`src/gmbr_pkg.sv`:
```
// ----------------------------------------------------------------------------
// gmbr_pkg
// Shared widths, register codes and item types for the grid path cost block.
// ----------------------------------------------------------------------------
package gmbr_pkg;

  localparam int MAX_ROWS   = 1024;
  localparam int MAX_COLS   = 1024;
  localparam int ROW_W      = (MAX_ROWS > 1) ? $clog2(MAX_ROWS) : 1;
  localparam int COL_W      = (MAX_COLS > 1) ? $clog2(MAX_COLS) : 1;
  localparam int CFG_W      = 11;
  localparam int CFG_IDX_W  = 2;
  localparam int COST_W     = 11;
  localparam int QUEUE_DEPTH = 4;
  localparam int QPTR_W     = $clog2(QUEUE_DEPTH);
  localparam int QCNT_W     = $clog2(QUEUE_DEPTH + 1);

  localparam logic [COST_W-1:0] COST_SAT = '1;

  typedef enum logic [CFG_IDX_W-1:0] {
    REG_GRID_ROWS = 2'd0,
    REG_GRID_COLS = 2'd1
  } cfg_reg_t;

  // Classified cell passed from the front to the back.
  typedef struct packed {
    logic             black;
    logic [COL_W-1:0] col;
    logic             has_up;
    logic             has_left;
    logic             first;
    logic             done;
  } cell_item_t;

  // One line buffer entry: cost and colour of the cell above.
  typedef struct packed {
    logic [COST_W-1:0] cost;
    logic              colour;
  } line_entry_t;

endpackage

```
`src/gmbr_front.sv`:
```
// ----------------------------------------------------------------------------
// gmbr_front
// Holds the grid size registers and the raster position; tags each cell.
// ----------------------------------------------------------------------------
module gmbr_front (
  input  logic                          clk,
  input  logic                          rst,
  input  logic                          cfg_valid,
  input  logic [gmbr_pkg::CFG_IDX_W-1:0] cfg_index,
  input  logic [gmbr_pkg::CFG_W-1:0]     cfg_data,
  input  logic                          accept,
  input  logic                          cell_black,
  output gmbr_pkg::cell_item_t          item
);
  import gmbr_pkg::*;

  logic [ROW_W-1:0] row_last;
  logic [COL_W-1:0] col_last;
  logic [ROW_W-1:0] row_index;
  logic [COL_W-1:0] col_index;
  logic [ROW_W-1:0] row_last_next;
  logic [COL_W-1:0] col_last_next;
  logic             cfg_hit;
  logic             at_row_end;
  logic             at_col_end;

  // Clamp the written size to 1..MAX and keep it as a last index.
  always_comb begin
    if (cfg_data == '0) begin
      row_last_next = '0;
      col_last_next = '0;
    end else begin
      if (32'(cfg_data) > 32'(MAX_ROWS)) begin
        row_last_next = ROW_W'(MAX_ROWS - 1);
      end else begin
        row_last_next = ROW_W'(cfg_data - 1'b1);
      end
      if (32'(cfg_data) > 32'(MAX_COLS)) begin
        col_last_next = COL_W'(MAX_COLS - 1);
      end else begin
        col_last_next = COL_W'(cfg_data - 1'b1);
      end
    end
  end

  always_comb begin
    unique case (cfg_index)
      REG_GRID_ROWS: cfg_hit = cfg_valid;
      REG_GRID_COLS: cfg_hit = cfg_valid;
      default:       cfg_hit = 1'b0;
    endcase
  end

  always_ff @(posedge clk) begin
    if (rst) begin
      row_last <= ROW_W'(MAX_ROWS - 1);
      col_last <= COL_W'(MAX_COLS - 1);
    end else if (cfg_valid && cfg_index == REG_GRID_ROWS) begin
      row_last <= row_last_next;
    end else if (cfg_valid && cfg_index == REG_GRID_COLS) begin
      col_last <= col_last_next;
    end
  end

  assign at_row_end = (row_index == row_last);
  assign at_col_end = (col_index == col_last);

  // Advance in raster order; wrap to the top-left after the last cell.
  always_ff @(posedge clk) begin
    if (rst || cfg_hit) begin
      row_index <= '0;
      col_index <= '0;
    end else if (accept) begin
      if (at_col_end) begin
        col_index <= '0;
        row_index <= at_row_end ? '0 : row_index + 1'b1;
      end else begin
        col_index <= col_index + 1'b1;
      end
    end
  end

  always_comb begin
    item.black    = cell_black;
    item.col      = col_index;
    item.has_up   = (row_index != '0);
    item.has_left = (col_index != '0);
    item.first    = (row_index == '0) && (col_index == '0);
    item.done     = at_row_end && at_col_end;
  end

endmodule

```
`config.mk`:
```
export PLATFORM = sky130hd
export DESIGN_NAME = gmbr_front
export DESIGN_NICKNAME = d
export VERILOG_FILES = /design/src/gmbr_pkg.sv /design/src/gmbr_front.sv
export SDC_FILE = /design/constraint.sdc
export NUM_CORES = 1
export LEC_CHECK = 0
export BUFFER_PORTS_ARGS = -buffer_cell sky130_fd_sc_hd__buf_2
export CAP_MARGIN = 5
export CORE_MARGIN = 2
export CORE_UTILIZATION = 30
export DETAILED_ROUTE_END_ITERATION = 10
export PLACE_DENSITY = 0.56
export SYNTH_ARGS = -nofsm -noshare
export SYNTH_HDL_FRONTEND = slang
export SYNTH_SLANG_ARGS = --single-unit
```
`constraint.sdc`:
```
create_clock -name clk -period 2.5 [get_ports clk]
set_input_delay 0.25 -clock clk [delete_from_list [all_inputs] [get_ports clk]]
set_output_delay 0.25 -clock clk [all_outputs]
set_load 0.1 [all_outputs]
```
==> results_dict.tcl <==
set metrics [dict create \
    crit_arrival_ps 1880 \
    reg2reg_to "row_index[2]$_SDFFE_PP0P_" \
    syn_to_final_growth_pct 15.6 \
    final.min_clock_period_ps 2130 \
    ir_drop_uv 159 \
    crit_chain "nor4_1 -> nand4b_1 -> nor2_4 -> buf_2" \
    synth_top_area_cell "dfxtp_1" \
    grt_pass1_wl_um 9380 \
    ys_types 44 \
    drv_slew 0 \
    criticalPathCategory "reg2out" \
    avgRoutedWirePerCell_um 13.5 \
    synth-seq-area-share_pct 34.8 \
    cpPeakStageDelay_ps 430 \
    cts_root_buf "clkbuf_8" \
    numClockSinks 40 \
    design_area_um2 2660 \
    fin_nets 332 \
    reg2reg_from "col_index[7]$_SDFFE_PP0P_" \
    skew_ps 9.11 \
    post-route-drc-count 0 \
    drt-met1-wl_um 2730 \
    setup_violations 0 \
    first_pass_iters 4 \
    power_density_nw_per_um2 474 \
    drive_gt1_share_pct 20.3 \
    crit_path_end_kind "primary output" \
    synth_ff_type "dfxtp_1" \
    overflow 0 \
    dieArea_um2 8380 \
    ctsHoldBuffers 0 \
    pin_count 33 \
    async_flop_share_pct 0 \
    routed_wl_um 5520 \
    grt_max_degree 21 \
    worst-slew-pin-transition_ps 1120 \
    mappedNetlistArea_um2 2300 \
    ant_nets 0 \
    drtIter0Drc 145 \
    initial_core_util_pct 31.4 \
    io_buffers 30 \
    clkTransAtPathRegs_ps 80 \
    fp-row-count 31 \
    syn_inst 287 \
    hold_path_class "in2reg" \
    report.final.hold_viol_count 0 \
    met2WireLength_um 2450 \
    core-area_um2 7330 \
    status "finished clean" \
    crit_required_ps 2250 \
    avgSynthCellArea_um2 8.01 \
    synth.top_cells.by_area "dfxtp_1 35%, xnor2_1 6.5%, xor2_1 5.3%" \
    grt_pass1_vias 1900 \
    relSlewSlack_pct 25.3 \
    wl_met3_um 264 \
    top_layer_used "met4" \
    fmax_mhz 469 \
    routabilityCongestion 0.919 \
    cap_violations 0 \
    insertion_delay_ps 290 \
    endpoint "item[1]" \
    cts_setup_buffers 0 \
    path_buf_inv 1 \
    ff2ff_setup_slack_ps 530 \
    cts_inserted_buffers 5 \
    grt_antenna_before_repair 1 \
    grt_usage_pct 13.8 \
    path_delay_family "simple AND/OR/NAND/NOR gates" \
    via_per_inst 5.07 \
    grt_setup_unrepaired "no" \
    place_area_um2 2570 \
    reg2regPathDepth 5 \
    synth_nets 310 \
    startpoint_type "flip-flop" \
    synth_edf_count 0 \
    vias 2075 \
    die_w_um 91.6 \
    timing.final.crit_share_pct 85.4 \
    ys_ff_latch 40 \
    cp.depth 4 \
    cts_tree "done" \
    yosysTopAreaCellShare_pct 34.8 \
    slowest_stage "buf_2" \
    final_util_pct 36.3 \
    hpwl_um 4140 \
    cts_buffer_depth 2 \
    ctsResizeCount 0 \
    p_leak_nw 1.10 \
    crit_start "row_index[4]$_SDFFE_PP0P_" \
    fp.dieH_um 91.6 \
    yosys_warnings 0 \
    antenna_cells 0 \
    h-tree-depth 2 \
    crit_path_max_fanout 8 \
    n_fill_cell 762 \
]
## logic make-up after synthesis
kind of cell	share of synthesized area, %
xor+xnor	11.8
flops	34.8
fa+ha+maj	3.16
simple gates	28.1
compound gates	16.7
buf+inv	4.95
mux	0.435
## layout by cell type (no fill, tap or decap), drive strengths merged, types with 3 or more instances in the layout
cell type  instances
a21o               7
a21oi              9
and3               5
buf               34
clkbuf             5
clkinv             3
dfxtp             40
ha                 5
inv               10
nand2             29
nand3             13
nand4             10
nor2              22
nor2b              3
nor3              15
nor3b              3
nor4               5
o211ai            12
o21ai             12
o22ai              7
or2                3
or3                4
xnor2             17
xor2              14
## power by group
part	internal [mW]	switching [mW]	leakage (nW)
sequential	0.650	0.0171	0.332
clock	0.190	0.226	0.0453
combinational	0.0536	0.123	0.720
total	0.893	0.366	1.10
## sequential cells by signal, indices dropped and copies added, names as in the netlist
signal / count
row_index: 10
col_index: 10
col_last: 10
row_last: 10
## per-stage QoR
step | std cells | setup WS, ps | TNS (ps) | hold slack [ps] | power, mW
finish | 409 | 366 | 0 | 269 | 1.26
global route | 409 | 135 | 0 | 300 | 1.32
CTS | 409 | 317 | 0 | 256 | 1.28
detailed placement | 401 | 131 | 0 | 480 | 0.860
global placement | 401 | 163 | 0 | 480 | 0.859
floorplan | 287 | -502 | -502 | 386 | 0.822
## area by class of cell
cell class | count | area [µm²] | area share (%)
inverter | 10 | 37.5 | 1.41
tap | 99 | 124 | 4.66
sequential | 40 | 826 | 31.1
multi-input combinational | 218 | 1390 | 52.4
clock inverter | 3 | 13.8 | 0.518
clock buffer | 5 | 68.8 | 2.59
timing repair buffer | 34 | 195 | 7.34
## Yosys cell counts (3+ instances only)
cell      instances
xnor2_1          17
a21oi_1           8
nor3b_1           3
dfxtp_1          40
or2_2             3
clkbuf_1         17
nand2_1          29
nor2b_1           3
o21ai_0          12
ha_1              5
xor2_1           14
o22ai_1           7
and3_1            5
a21o_1            7
o211ai_1         12
nor4_1            3
nand3_1          13
or3_1             3
nor2_1           22
inv_1            10
nor3_1           15
nand4_1          10
## how the worst min path moves through the flow
stage	startpoint	endpoint	slack, ps	cells past startpoint
after floorplan	accept	col_index[0]$_SDFFE_PP0P_	390	2
final	cfg_index[0]	col_last[7]$_SDFFE_PP1P_	270	3
after global placement	col_last[9]$_SDFFE_PP1P_	col_last[9]$_SDFFE_PP1P_	480	2
after detailed placement	col_last[3]$_SDFFE_PP1P_	col_last[3]$_SDFFE_PP1P_	480	2
after global routing	cfg_index[0]	col_last[7]$_SDFFE_PP1P_	300	3
after CTS	cfg_index[0]	col_last[7]$_SDFFE_PP1P_	260	3
## worst min-delay path: cells and delay by family
family / cells / cell delay (ps)
buffers and inverters: 1 / 90
AO/OA/AOI/OAI: 2 / 170
## layer usage
metal	vias to the layer above	global-route usage [%]
li1	1066	-
met1	950	19.0
met2	55	20.6
met3	4	3.49
met4	0	5.30
met5	-	0
No activity file was read; power rests on OpenSTA's default activity.
