===== config.mk =====
export PLATFORM = sky130hd
export DESIGN_NAME = gmbr_queue
export DESIGN_NICKNAME = d
export VERILOG_FILES = /design/src/gmbr_pkg.sv /design/src/gmbr_queue.sv
export SDC_FILE = /design/constraint.sdc
export NUM_CORES = 1
export LEC_CHECK = 0
export BUFFER_PORTS_ARGS = -buffer_cell sky130_fd_sc_hd__buf_4
export CAP_MARGIN = 20
export CORE_MARGIN = 5
export CORE_UTILIZATION = 31
export DETAILED_ROUTE_END_ITERATION = 10
export GPL_ROUTABILITY_DRIVEN = 0
export PLACE_DENSITY_LB_ADDON = 0.12
export SETUP_SLACK_MARGIN = 0.15
export SLEW_MARGIN = 40
export SYNTH_ARGS = -nofsm -noshare
export SYNTH_HDL_FRONTEND = slang
export SYNTH_SLANG_ARGS = --single-unit

===== constraint.sdc =====
create_clock -name clk -period 2 [get_ports clk]
set_input_delay 0.4 -clock clk [delete_from_list [all_inputs] [get_ports clk]]
set_output_delay 0.4 -clock clk [all_outputs]
set_load 0.02 [all_outputs]

===== src/gmbr_pkg.sv =====
// ----------------------------------------------------------------------------
// gmbr_pkg
// Shared widths, register codes and item types for the grid path cost block.
// ----------------------------------------------------------------------------
package gmbr_pkg;

  localparam int MAX_ROWS   = 1024;
  localparam int MAX_COLS   = 1024;
  localparam int ROW_W      = (MAX_ROWS > 1) ? $clog2(MAX_ROWS) : 1;
  localparam int COL_W      = (MAX_COLS > 1) ? $clog2(MAX_COLS) : 1;
  localparam int CFG_W      = 11;
  localparam int CFG_IDX_W  = 2;
  localparam int COST_W     = 11;
  localparam int QUEUE_DEPTH = 4;
  localparam int QPTR_W     = $clog2(QUEUE_DEPTH);
  localparam int QCNT_W     = $clog2(QUEUE_DEPTH + 1);

  localparam logic [COST_W-1:0] COST_SAT = '1;

  typedef enum logic [CFG_IDX_W-1:0] {
    REG_GRID_ROWS = 2'd0,
    REG_GRID_COLS = 2'd1
  } cfg_reg_t;

  // Classified cell passed from the front to the back.
  typedef struct packed {
    logic             black;
    logic [COL_W-1:0] col;
    logic             has_up;
    logic             has_left;
    logic             first;
    logic             done;
  } cell_item_t;

  // One line buffer entry: cost and colour of the cell above.
  typedef struct packed {
    logic [COST_W-1:0] cost;
    logic              colour;
  } line_entry_t;

endpackage


===== src/gmbr_queue.sv =====
// ----------------------------------------------------------------------------
// gmbr_queue
// Short first-in first-out queue of tagged cells between front and back.
// ----------------------------------------------------------------------------
module gmbr_queue (
  input  logic                 clk,
  input  logic                 rst,
  input  logic                 push,
  input  gmbr_pkg::cell_item_t push_item,
  input  logic                 pop,
  output logic                 full,
  output logic                 not_empty,
  output gmbr_pkg::cell_item_t head
);
  import gmbr_pkg::*;

  cell_item_t        slots [QUEUE_DEPTH];
  logic [QPTR_W-1:0] wr_ptr;
  logic [QPTR_W-1:0] rd_ptr;
  logic [QCNT_W-1:0] count;

  assign full      = (count == QCNT_W'(QUEUE_DEPTH));
  assign not_empty = (count != '0);
  assign head      = slots[rd_ptr];

  always_ff @(posedge clk) begin
    if (push) begin
      slots[wr_ptr] <= push_item;
    end
  end

  always_ff @(posedge clk) begin
    if (rst) begin
      wr_ptr <= '0;
      rd_ptr <= '0;
      count  <= '0;
    end else begin
      if (push) begin
        wr_ptr <= wr_ptr + 1'b1;
      end
      if (pop) begin
        rd_ptr <= rd_ptr + 1'b1;
      end
      case ({push, pop})
        2'b10:   count <= count + 1'b1;
        2'b01:   count <= count - 1'b1;
        default: count <= count;
      endcase
    end
  end

`ifndef ASSERT_OFF
  a_no_pop_empty: assert property (@(posedge clk) disable iff (rst)
    pop |-> not_empty)
    else $error("queue popped while empty");

  a_no_push_full: assert property (@(posedge clk) disable iff (rst)
    (full && !pop) |-> !push)
    else $error("queue pushed while full");
`endif

endmodule


==> results of run 1 <==
kinds of logic (layout without fill, tap and decap cells):
group / count (synthesis) / in the layout / share of synthesized area, %
DFF: 69 / 69 / 75.4
muxes: 16 / 16 / 13.9
and+or+nand+nor: 16 / 16 / 2.95
buffers and inverters: 10 / 62 / 2.38
adders and majority gates: 6 / 6 / 3.14
xor gates and xnor gates: 5 / 5 / 1.67
AOI/OAI and AO/OA: 3 / 3 / 0.571
worst max-delay path by stage:
stage               from  endpoint  slack (ps)  cells past startpoint
2_1_floorplan       push  count[2]         330                      7
3_3_place_gp        push  count[2]         150                      8
3_5_place_dp        push  count[2]         110                      8
4_1_cts        flip-flop   head[5]          20                      3
5_1_grt        flip-flop   head[8]         -10                      3
6_report       flip-flop   head[9]          50                      3
layout make-up:
class	instances	area, µm²
multi-input combinational	46	569
fill	766	4980
sequential	69	1990
timing repair buffer	40	389
clock buffer	10	128
inverter	6	22.5
clock inverter	6	53.8
tap	105	131
what timing repair did:
action | 4_1_cts | 5_1_grt
hold endpoints to repair | 0 | 0
endpoints found under the setup margin | 15 | 15
resized for setup | 23 | 0
gates cloned | 1 | 0
cells in the final DEF, fill, tap and decap left out, types with 2 or more instances in the layout:
master    instances
clkbuf_8          9
edfxtp_1         60
buf_6            15
inv_1             6
or3_1             2
ha_1              5
and2_2            2
xnor2_1           2
mux4_2           15
xor2_1            3
clkinv_1          3
a21oi_1           2
buf_4            23
and2_1            2
dfxtp_1           8
nor2_1            8
layer usage:
layer	vias up	global-route usage (%)
li1	582	-
met1	642	10.8
met2	29	17.1
met3	11	2.87
met4	0	5.75
met5	-	0
power by group through the flow:
stage / registers [mW] / logic, mW / clock network, mW
after floorplan: 1.70 / 0.260 / 0
after global placement: 1.70 / 0.422 / 0
after detailed placement: 1.70 / 0.433 / 0
after CTS: 1.68 / 0.486 / 1.06
after global routing: 1.68 / 0.513 / 1.14
final: 1.68 / 0.472 / 1.03
sequential cells by signal, indices dropped and copies added, names as in the netlist, named ones only:
name    cells
slots      60
count       3
rd_ptr      2
wr_ptr      2
metrics by stage:
stage	worst slack (ps)	utilization (%)	power (mW)	std cells
3_5_place_dp	111	36.7	2.14	265
2_1_floorplan	332	-	1.96	125
6_report	50.9	39.7	3.18	282
3_3_place_gp	151	36.7	2.12	265
4_1_cts	22.7	39.7	3.23	282
5_1_grt	-11.2	39.7	3.33	282
==> metrics.md, run 1 <==
| Metric | Value |
|---|---|
| Status | finished, final reports clean |
| Crit Path Max Fanout | 8 |
| Core ar. | just over 8000 µm² |
| RSZ-0062 raised after global routing | yes |
| Layout Area Growth over Synthesis | 24.7% |
| Commonest cells post-synth | edfxtp_1, mux4_2, dfxtp_1 |
| WL met3 | 225 µm |
| CTS H-tree depth | 3 |
| Routed WL | between 4 and 5 mm |
| Syn avg cell area | 21.0 µm² |
| Max Cap Viol | 0 |
| Hold WC Path Type | in2reg |
| CTS tree | built |
| Slew @ Worst Pin | 443 ps |
| Setup violations, final | 0 |
| Top Family by Delay on Critical Path | multiplexers |
| Row cnt | 33 |
| First-pass GRT wire length | between 7 and 8 mm |
| Vias in the first global route | 1453 |
| Antenna diodes | 0 |
| First-pass DRT Iterations | 4 |
| Initial antenna violation count | 0 |
| Die Span Y | between 100 and 150 µm |
| Quantity of hold-fixing buffers added after cts | 0 |
| Chip Width | around 100 µm |
| DRT met1 WL | between 1.5 and 2 mm |
| Switch share | about 23% |
| P_int | 2.45 mW |
| Yosys reg bits | just under 70 |
| Worst VDD drop | between 0.3 and 0.4 mV |
| Slew headroom | 70.5% |
| Cell area after layout | 3280 µm² |
| Crit end category | primary output |
| CTS Root Cell | clkbuf_8 |
| Ys async rst share | 0% |
| Synthesized Nets | 150 |
| GRT Overall Usage | about a tenth |
| Synth area leader | edfxtp_1 |
| Worst Clk Skew | roughly 8.3 ps |
| Hold path start | push_item[13] |
| # IOs | 36 |
| Ys flop type | edfxtp_1 |
| Critical-path cell list | buf_12 -> mux4_2 -> buf_6 |
| R2R cell count | 5 |
| Required time worst endpoint | ~1600 ps |
| Pwr dens | 970 nW/µm² |
| Setup crit start kind | flip-flop |
| Clock sinks | between 60 and 70 |
| Final hold slack | 264 ps |
| Most common cell in the netlist | edfxtp_1 |
| Flop pwr share | between 50% and 60% |
| Cells after Synth | ~130 |
| CP peak stage delay | 530 ps |
| Met2 wire len | around 2.5 mm |
| Final worst path period need | a little under 2000 ps |
| Worst Path Arrival | around 1600 ps |
| # port buffers | 35 |
| R2R Path End | count[2] |
| Top cells by area, synth | edfxtp_1, mux4_2, dfxtp_1 |
| DP Area | 3030 µm² |
| Post-synth top area share | 68.5% |
| Max Slew Vio Count | 0 |
| Highest metal used | met4 |
| Hold worst-path end | slots[3][13] |
| Worst-case register-to-register setup slack | 440 ps |
| Worst-Skew Late Latency | about 330 ps |
| Initial DRC Count | 23 |
| Initial Utilization | 31.8% |
| Post-Syn Area | ~2600 µm² |
| WS Path Type | reg2out |
| CTS buffer count | 9 |
| Clk slew on worst S/H paths | ~70 ps |
| DR DRC count | 0 |
| Largest net degree at the start of global routing | 16 |
| Sequential share of the synthesized area | 75.4% |
| Reg-to-reg startpoint | count[1] |
| Power share of the combinational group | 14.8% |
| EDFF count, synth | 60 |
| Routed Antenna Nets | 0 |
| Slowest CP cell | mux4_2 |
| Syn. warnings | 0 |
| Nets | around 200 |
| Buffers plus inverters on the worst setup path | 2 |
| Clock buffer depth | 2 |
| Unique cell type count in the Yosys netlist | 21 |
| Hold path depth | 1 |
| Fin. Hold Viols | 0 |
| WL/cell | ~16 µm |
| Layout cells sized above 1 | between 30% and 40% |
| Leak | between 1 and 1.5 nW |
| Total grt overflow | 0 |
| P_sw | approximately 730 µW |
| Final Cycle Share | between 90% and 100% |
| Fin Setup TNS | 0 ps |
| Setup repair bufs after CTS | 0 |
| Vias | roughly 1300 |
| DIE AREA | between 10000 and 15000 µm² |
| Vias/cell | between 4 and 5 |
| Fmax | ~510 MHz |
| Clk network pwr share | between 30% and 40% |
| Dpl hpwl | 2.90 mm |
(Power assumes the default switching activity.)
==> run 2, diff against run 1 <==
==> constraint.sdc (replaced) <==
create_clock -name clk -period 2 [get_ports clk]
set_input_delay 0.1 -clock clk [delete_from_list [all_inputs] [get_ports clk]]
set_output_delay 0.1 -clock clk [all_outputs]
set_load 0.02 [all_outputs]
==> run 2 against run 1 <==
Power is 2.3% lower. Count of clock-buffer cells in the layout rose by 2. Die area stayed put. Cell area rose by 3.1%. Clock power is 4% lower. Non-clock buffer count is 17 higher.
==> metrics.md, run 2 (same netlist as run 1, synthesis figures left out) <==
| Metric | Value |
|---|---|
| DR DRC count | 0 (unchanged) |
| Worst-case register-to-register setup slack | 370 ps (-70 ps) |
| R2R cell count | 5 (unchanged) |
| Slew @ Worst Pin | 803 ps (+360 ps) |
| Vias/cell | 4.46 (-0.39%) |
| Nets | 214 (+8.6%) |
| Fmax | 576 MHz (+12%) |
| RSZ-0062 raised after global routing | no |
| Reg-to-reg startpoint | count[0] |
| Slew headroom | 46.4% (-24 points) |
| Setup crit start kind | flip-flop |
| CTS Root Cell | clkbuf_8 |
| Antenna diodes | 0 (unchanged) |
| Required time worst endpoint | 1900 ps (+300 ps) |
| Crit end category | primary output |
| Row cnt | 33 (unchanged) |
| Worst-Skew Late Latency | 330 ps (about the same) |
| Worst Path Arrival | 1640 ps (+90 ps) |
| Clk slew on worst S/H paths | 60 ps (about the same) |
| Hold WC Path Type | in2reg |
| Cell mode on critical path | buf_4 |
| Post-Route Utilization | 41.0% (+1.2 points) |
| Critical-path cell list | buf_4 -> mux4_2 -> buf_4 |
| Hold path depth | 3 (+2) |
| Largest register FFs | 60 (unchanged) |
| Die Span Y | 102 µm (unchanged) |
| Biggest register | slots |
| Status | finished, final reports clean |
| Largest net degree at the start of global routing | 16 (unchanged) |
| Top Family by Delay on Critical Path | multiplexers |
| Layout Area Growth over Synthesis | 28.6% |
| # IOs | 36 (unchanged) |
| Setup violations, final | 0 (unchanged) |
| Pwr dens | 919 nW/µm² (-5.3%) |
| Leak | 1.21 nW (+5.7%) |
| CTS buffer count | 9 (unchanged) |
| # port buffers | 35 (unchanged) |
| Max Cap Viol | 0 (unchanged) |
| CTS H-tree depth | 3 (unchanged) |
| Slowest CP cell | mux4_2 |
| Initial Utilization | 31.8% (unchanged) |
| Crit Path Max Fanout | 7 (-1) |
| Worst VDD drop | 0.388 mV (-2.6%) |
| R2R Path End | count[2] |
| WL/cell | 15.5 µm (-5.0%) |
| Initial antenna violation count | 0 (unchanged) |
| Commonest non-fill, non-tap cell in the layout | edfxtp_1 |
| WS Path Type | reg2out |
| Clock sinks | 69 (unchanged) |
| Layout cells sized above 1 | 34.5% (-5.0 points) |
| Vias | 1335 (+5.6%) |
| Total grt overflow | 0 (unchanged) |
| Chip Width | 102 µm (unchanged) |
| Hold path start | pop |
| Worst Clk Skew | 4.04 ps (-4.22 ps) |
| First-pass DRT Iterations | 3 (-1) |
| Largest regs | slots: 60 flops, count: 3 flops |
| DIE AREA | 10400 µm² (unchanged) |
| Fin. Hold Viols | 0 (unchanged) |
| Setup repair bufs after CTS | 0 (unchanged) |
| Routed WL | 4.63 mm (+0.74%) |
| CTS tree | built |
| Routed Antenna Nets | 0 (unchanged) |
| Fillers | 760 (-0.78%) |
| Vias in the first global route | 1479 (+1.8%) |
| Initial DRC Count | 40 (+74%) |
| Final worst path period need | 1740 ps (-212 ps) |
| CP peak stage delay | 520 ps (about the same) |
| Fin Setup TNS | 0 ps (unchanged) |
| First-pass GRT wire length | 7.33 mm (-0.66%) |
| Core ar. | 8260 µm² (unchanged) |
| Clock buffer depth | 2 (unchanged) |
| Max Slew Vio Count | 0 (unchanged) |
| Dpl hpwl | 3.15 mm (+8.7%) |
| Final Cycle Share | 86.9% (-11 points) |
| Buffers plus inverters on the worst setup path | 2 (unchanged) |
| GRT Overall Usage | 9.91% (about the same) |
| Commonest cells after routing, fill and taps aside | edfxtp_1, buf_4, dlygate4sd3_1 |
-- run 2: worst max path at each step --
stage,startpoint,to,cells after the start
after floorplan,count[1],count[2],5
after global placement,wr_ptr[0],slots[1][1],2
after detailed placement,push,count[2],8
after CTS,flip-flop,head[14],3
after global routing,flip-flop,head[11],3
final,flip-flop,head[11],3
-- run 2: per-stage QoR --
step | hold slack, ps | instances | area (µm²) | total power [mW] | worst slack [ps]
after floorplan | 199 | 125 | 2630 | 1.96 | 549
after global placement | 300 | 265 | 3010 | 2.11 | 380
after detailed placement | 307 | 266 | 3030 | 2.13 | 329
after CTS | 58.2 | 298 | 3360 | 3.15 | 164
after global routing | 80.8 | 299 | 3380 | 3.25 | 183
final | 72.6 | 299 | 3380 | 3.11 | 263
-- run 2: final cells by class --
cell class	instances	area, µm²	share of cell area, %
clock inverters	4	22.5	0.666
clock buffers	12	155	4.59
flip-flops and latches	69	1990	58.7
multi-input cells	46	586	17.3
repair buffers	57	479	14.2
inverters	6	22.5	0.666
well taps	105	131	3.88
-- run 2: repair_timing --
item / in CTS / in global routing
hold endpoints to repair: 69 / 0
setup endpoints to repair: 11 / 10
gates resized for setup: 1 / 1
pin swaps: 0 / 0
hold buffers: 16 / 0
-- run 2: per-layer routing --
metal	part of all wire, %	wire length (µm)	track usage (%)
met5	0	0	0
met4	3.4	159	6.76
met3	4.6	215	2.80
met2	53	2470	17.5
met1	38	1780	10.1
-- run 2: worst reg2reg max path, stage by stage, from the launching register on --
cell,delay [ps]
dfxtp_1,380
inv_1,90
fa_1,420
xor2_1,180
or3_1,310
a21oi_1,180
-- run 2: where the power goes --
group	internal [mW]	switching [mW]	leakage, nW
logic	0.223	0.223	0.493
registers	1.65	0.0301	0.626
clock network	0.511	0.473	0.0921
total	2.38	0.726	1.21
==> run 3, diff against run 2 <==
- CORE_UTILIZATION: 31 -> 50
==> run 3 against run 2 <==
Count of clock-buffer cells in the layout down 3. Routed wire length fell by 6.3%. Die area down 35%. Flip-flop and latch count unchanged. Largest power group unchanged. Combinational power about the same. Cell count is 12% lower. Sequential share of layout area rose by 0.22 points. Critical endpoint is now head[14]. Clock power up 25%. Worst hold slack better by 2.0 ps. Maximum frequency up 0.23%.
==> metrics.md, run 3 (same netlist as run 1, synthesis figures left out) <==
| Metric | Value |
|---|---|
| Layout Area Growth over Synthesis | 27.9% |
| Largest regs | slots: 60 flops, count: 3 flops |
| Final worst path period need | 1730 ps (-4.03 ps) |
| Vias/cell | 5.08 (+14%) |
| Largest net degree at the start of global routing | 16 (unchanged) |
| Total grt overflow | 0 (unchanged) |
| Routed Antenna Nets | 0 (unchanged) |
| First-pass GRT wire length | 6.85 mm (-6.5%) |
| Nets | 213 (-0.47%) |
| Routed WL | 4.34 mm (-6.3%) |
| Worst Clk Skew | 4.27 ps (+0.235 ps) |
| Pwr dens | 993 nW/µm² (+8.1%) |
| Fin. Hold Viols | 0 (unchanged) |
| Crit Path Max Fanout | 9 (+2) |
| WL/cell | 16.5 µm (+6.5%) |
| RSZ-0062 raised after global routing | no |
| Clk slew on worst S/H paths | 70 ps (about the same) |
| Vias | 1336 (+0.075%) |
| Largest register FFs | 60 (unchanged) |
| Max Cap Viol | 0 (unchanged) |
| Required time worst endpoint | 1900 ps (about the same) |
| CTS H-tree depth | 3 (unchanged) |
| CTS tree | built |
| GRT Overall Usage | 14.6% (+4.7 points) |
| R2R cell count | 5 (unchanged) |
| Commonest non-fill, non-tap cell in the layout | edfxtp_1 |
| Area of the multi-input gates | 586 µm² (unchanged) |
| Critical path depth | 3 (unchanged) |
| Slew headroom | 49.6% (+3.2 points) |
| Critical-path cell list | buf_6 -> mux4_1 -> buf_4 |
| CTS Root Cell | clkbuf_8 |
| Final Cycle Share | 86.7% (-0.20 points) |
| WS Path Type | reg2out |
| Leak | 1.22 nW (+0.49%) |
| Row cnt | 26 (-21%) |
| Initial Utilization | 51.5% (+20 points) |
| # port buffers | 35 (unchanged) |
| Biggest register | slots |
| Initial DRC Count | 107 (+170%) |
| Dpl hpwl | 2.67 mm (-15%) |
| Total Power | 3.34 mW (+7.5%) |
| DR DRC count | 0 (unchanged) |
| DIE AREA | 6810 µm² (-35%) |
| Status | finished, final reports clean |
| Chip Width | 82.5 µm (-19%) |
| Crit end category | primary output |
| Top Family by Delay on Critical Path | multiplexers |
| Sequential Area | 1980 µm² (-0.19%) |
| Slew @ Worst Pin | 755 ps (-47.9 ps) |
| Commonest cells after routing, fill and taps aside | edfxtp_1, buf_4, dlygate4sd3_1 |
| Hold path depth | 3 (unchanged) |
| Die Span Y | 82.5 µm (-19%) |
| Hold WC Path Type | in2reg |
| Fillers | 358 (-53%) |
| Setup violations, final | 0 (unchanged) |
| Clock sinks | 69 (unchanged) |
| Fmax | 577 MHz (+0.23%) |
| CP peak stage delay | 590 ps (+70 ps) |
| Slowest CP cell | mux4_1 |
| Buffers plus inverters on the worst setup path | 2 (unchanged) |
| Fin Setup TNS | 0 ps (unchanged) |
| # IOs | 36 (unchanged) |
| Worst Path Arrival | 1630 ps (about the same) |
| CTS buffer count | 9 (unchanged) |
| Initial antenna violation count | 0 (unchanged) |
| Clock buffer depth | 2 (unchanged) |
| Setup crit start kind | flip-flop |
| Worst-Skew Late Latency | 340 ps (about the same) |
| Max Slew Vio Count | 0 (unchanged) |
| Layout cells sized above 1 | 34.2% (-0.34 points) |
| First-pass DRT Iterations | 5 (+2) |
| Worst VDD drop | 0.671 mV (+73%) |
| Core ar. | 5110 µm² (-38%) |
| Setup WS post-layout | 267 ps (+4.03 ps) |
| Pre-CTS WS | 396 ps (+66.8 ps) |
| Antenna diodes | 0 (unchanged) |
| Vias in the first global route | 1380 (-6.7%) |
[run 3: cell types whose count changed in the layout (fill, tap and decap cells not counted)]
cell	before	now
clkbuf_8	11	9
clkbuf_1	1	0
bufinv_16	0	2
inv_6	0	1
clkinv_2	3	1
clkinvlp_4	1	2
buf_8	1	0
clkinv_4	0	1
dfxtp_1	8	9
dfxtp_4	1	0
[run 3: routing by layer]
layer  track usage, %  vias up  wire length, µm
li1                 -      620                -
met1             18.1      666             1800
met2             23.2       44             2220
met3             5.42        6              247
met4             5.88        0               65
met5                0        -                0
[run 3: power breakdown]
part           internal [mW]  leakage [nW]  switching (mW)
Clock                  0.705         0.106           0.520
Combinational          0.219         0.486           0.224
Sequential              1.64         0.625          0.0251
Total                   2.57          1.22           0.769
[run 3: worst paths after layout]
path             start        end  slack (ps)
min                pop  flip-flop          70
max reg2reg   count[0]   count[2]         430
max          flip-flop   head[14]         270
min reg2reg   count[2]   count[2]         520
[run 3: worst min-delay path, cell delays in order]
cell     delay (ps)
buf_4           100
xnor2_1          90
nor2_1           80
[run 3: cell type report]
type                       count  area share, %
clock buffer                   9           3.68
clock inverter                 7           2.90
inverter                       6          0.670
multi-input combinational     46           17.4
sequential                    69           58.9
tap                           70           2.60
timing repair buffer          56           13.8
[run 3: per-stage QoR]
stage | util (%) | cells | hold slack, ps | cell area, µm²
3_5_place_dp | 58.3 | 231 | 304 | 2980
4_1_cts | 65.8 | 263 | 54.6 | 3360
3_3_place_gp | 58.3 | 231 | 302 | 2980
6_report | 65.9 | 263 | 74.6 | 3360
2_1_floorplan | - | 125 | 199 | 2630
5_1_grt | 65.9 | 263 | 75.6 | 3360
[run 3: repair_timing]
item	in CTS	in global routing
setup buffers	0	0
setup endpoints to repair	0	1
gates resized for setup	0	1
hold buffers	16	0
endpoints found under the hold margin	69	0
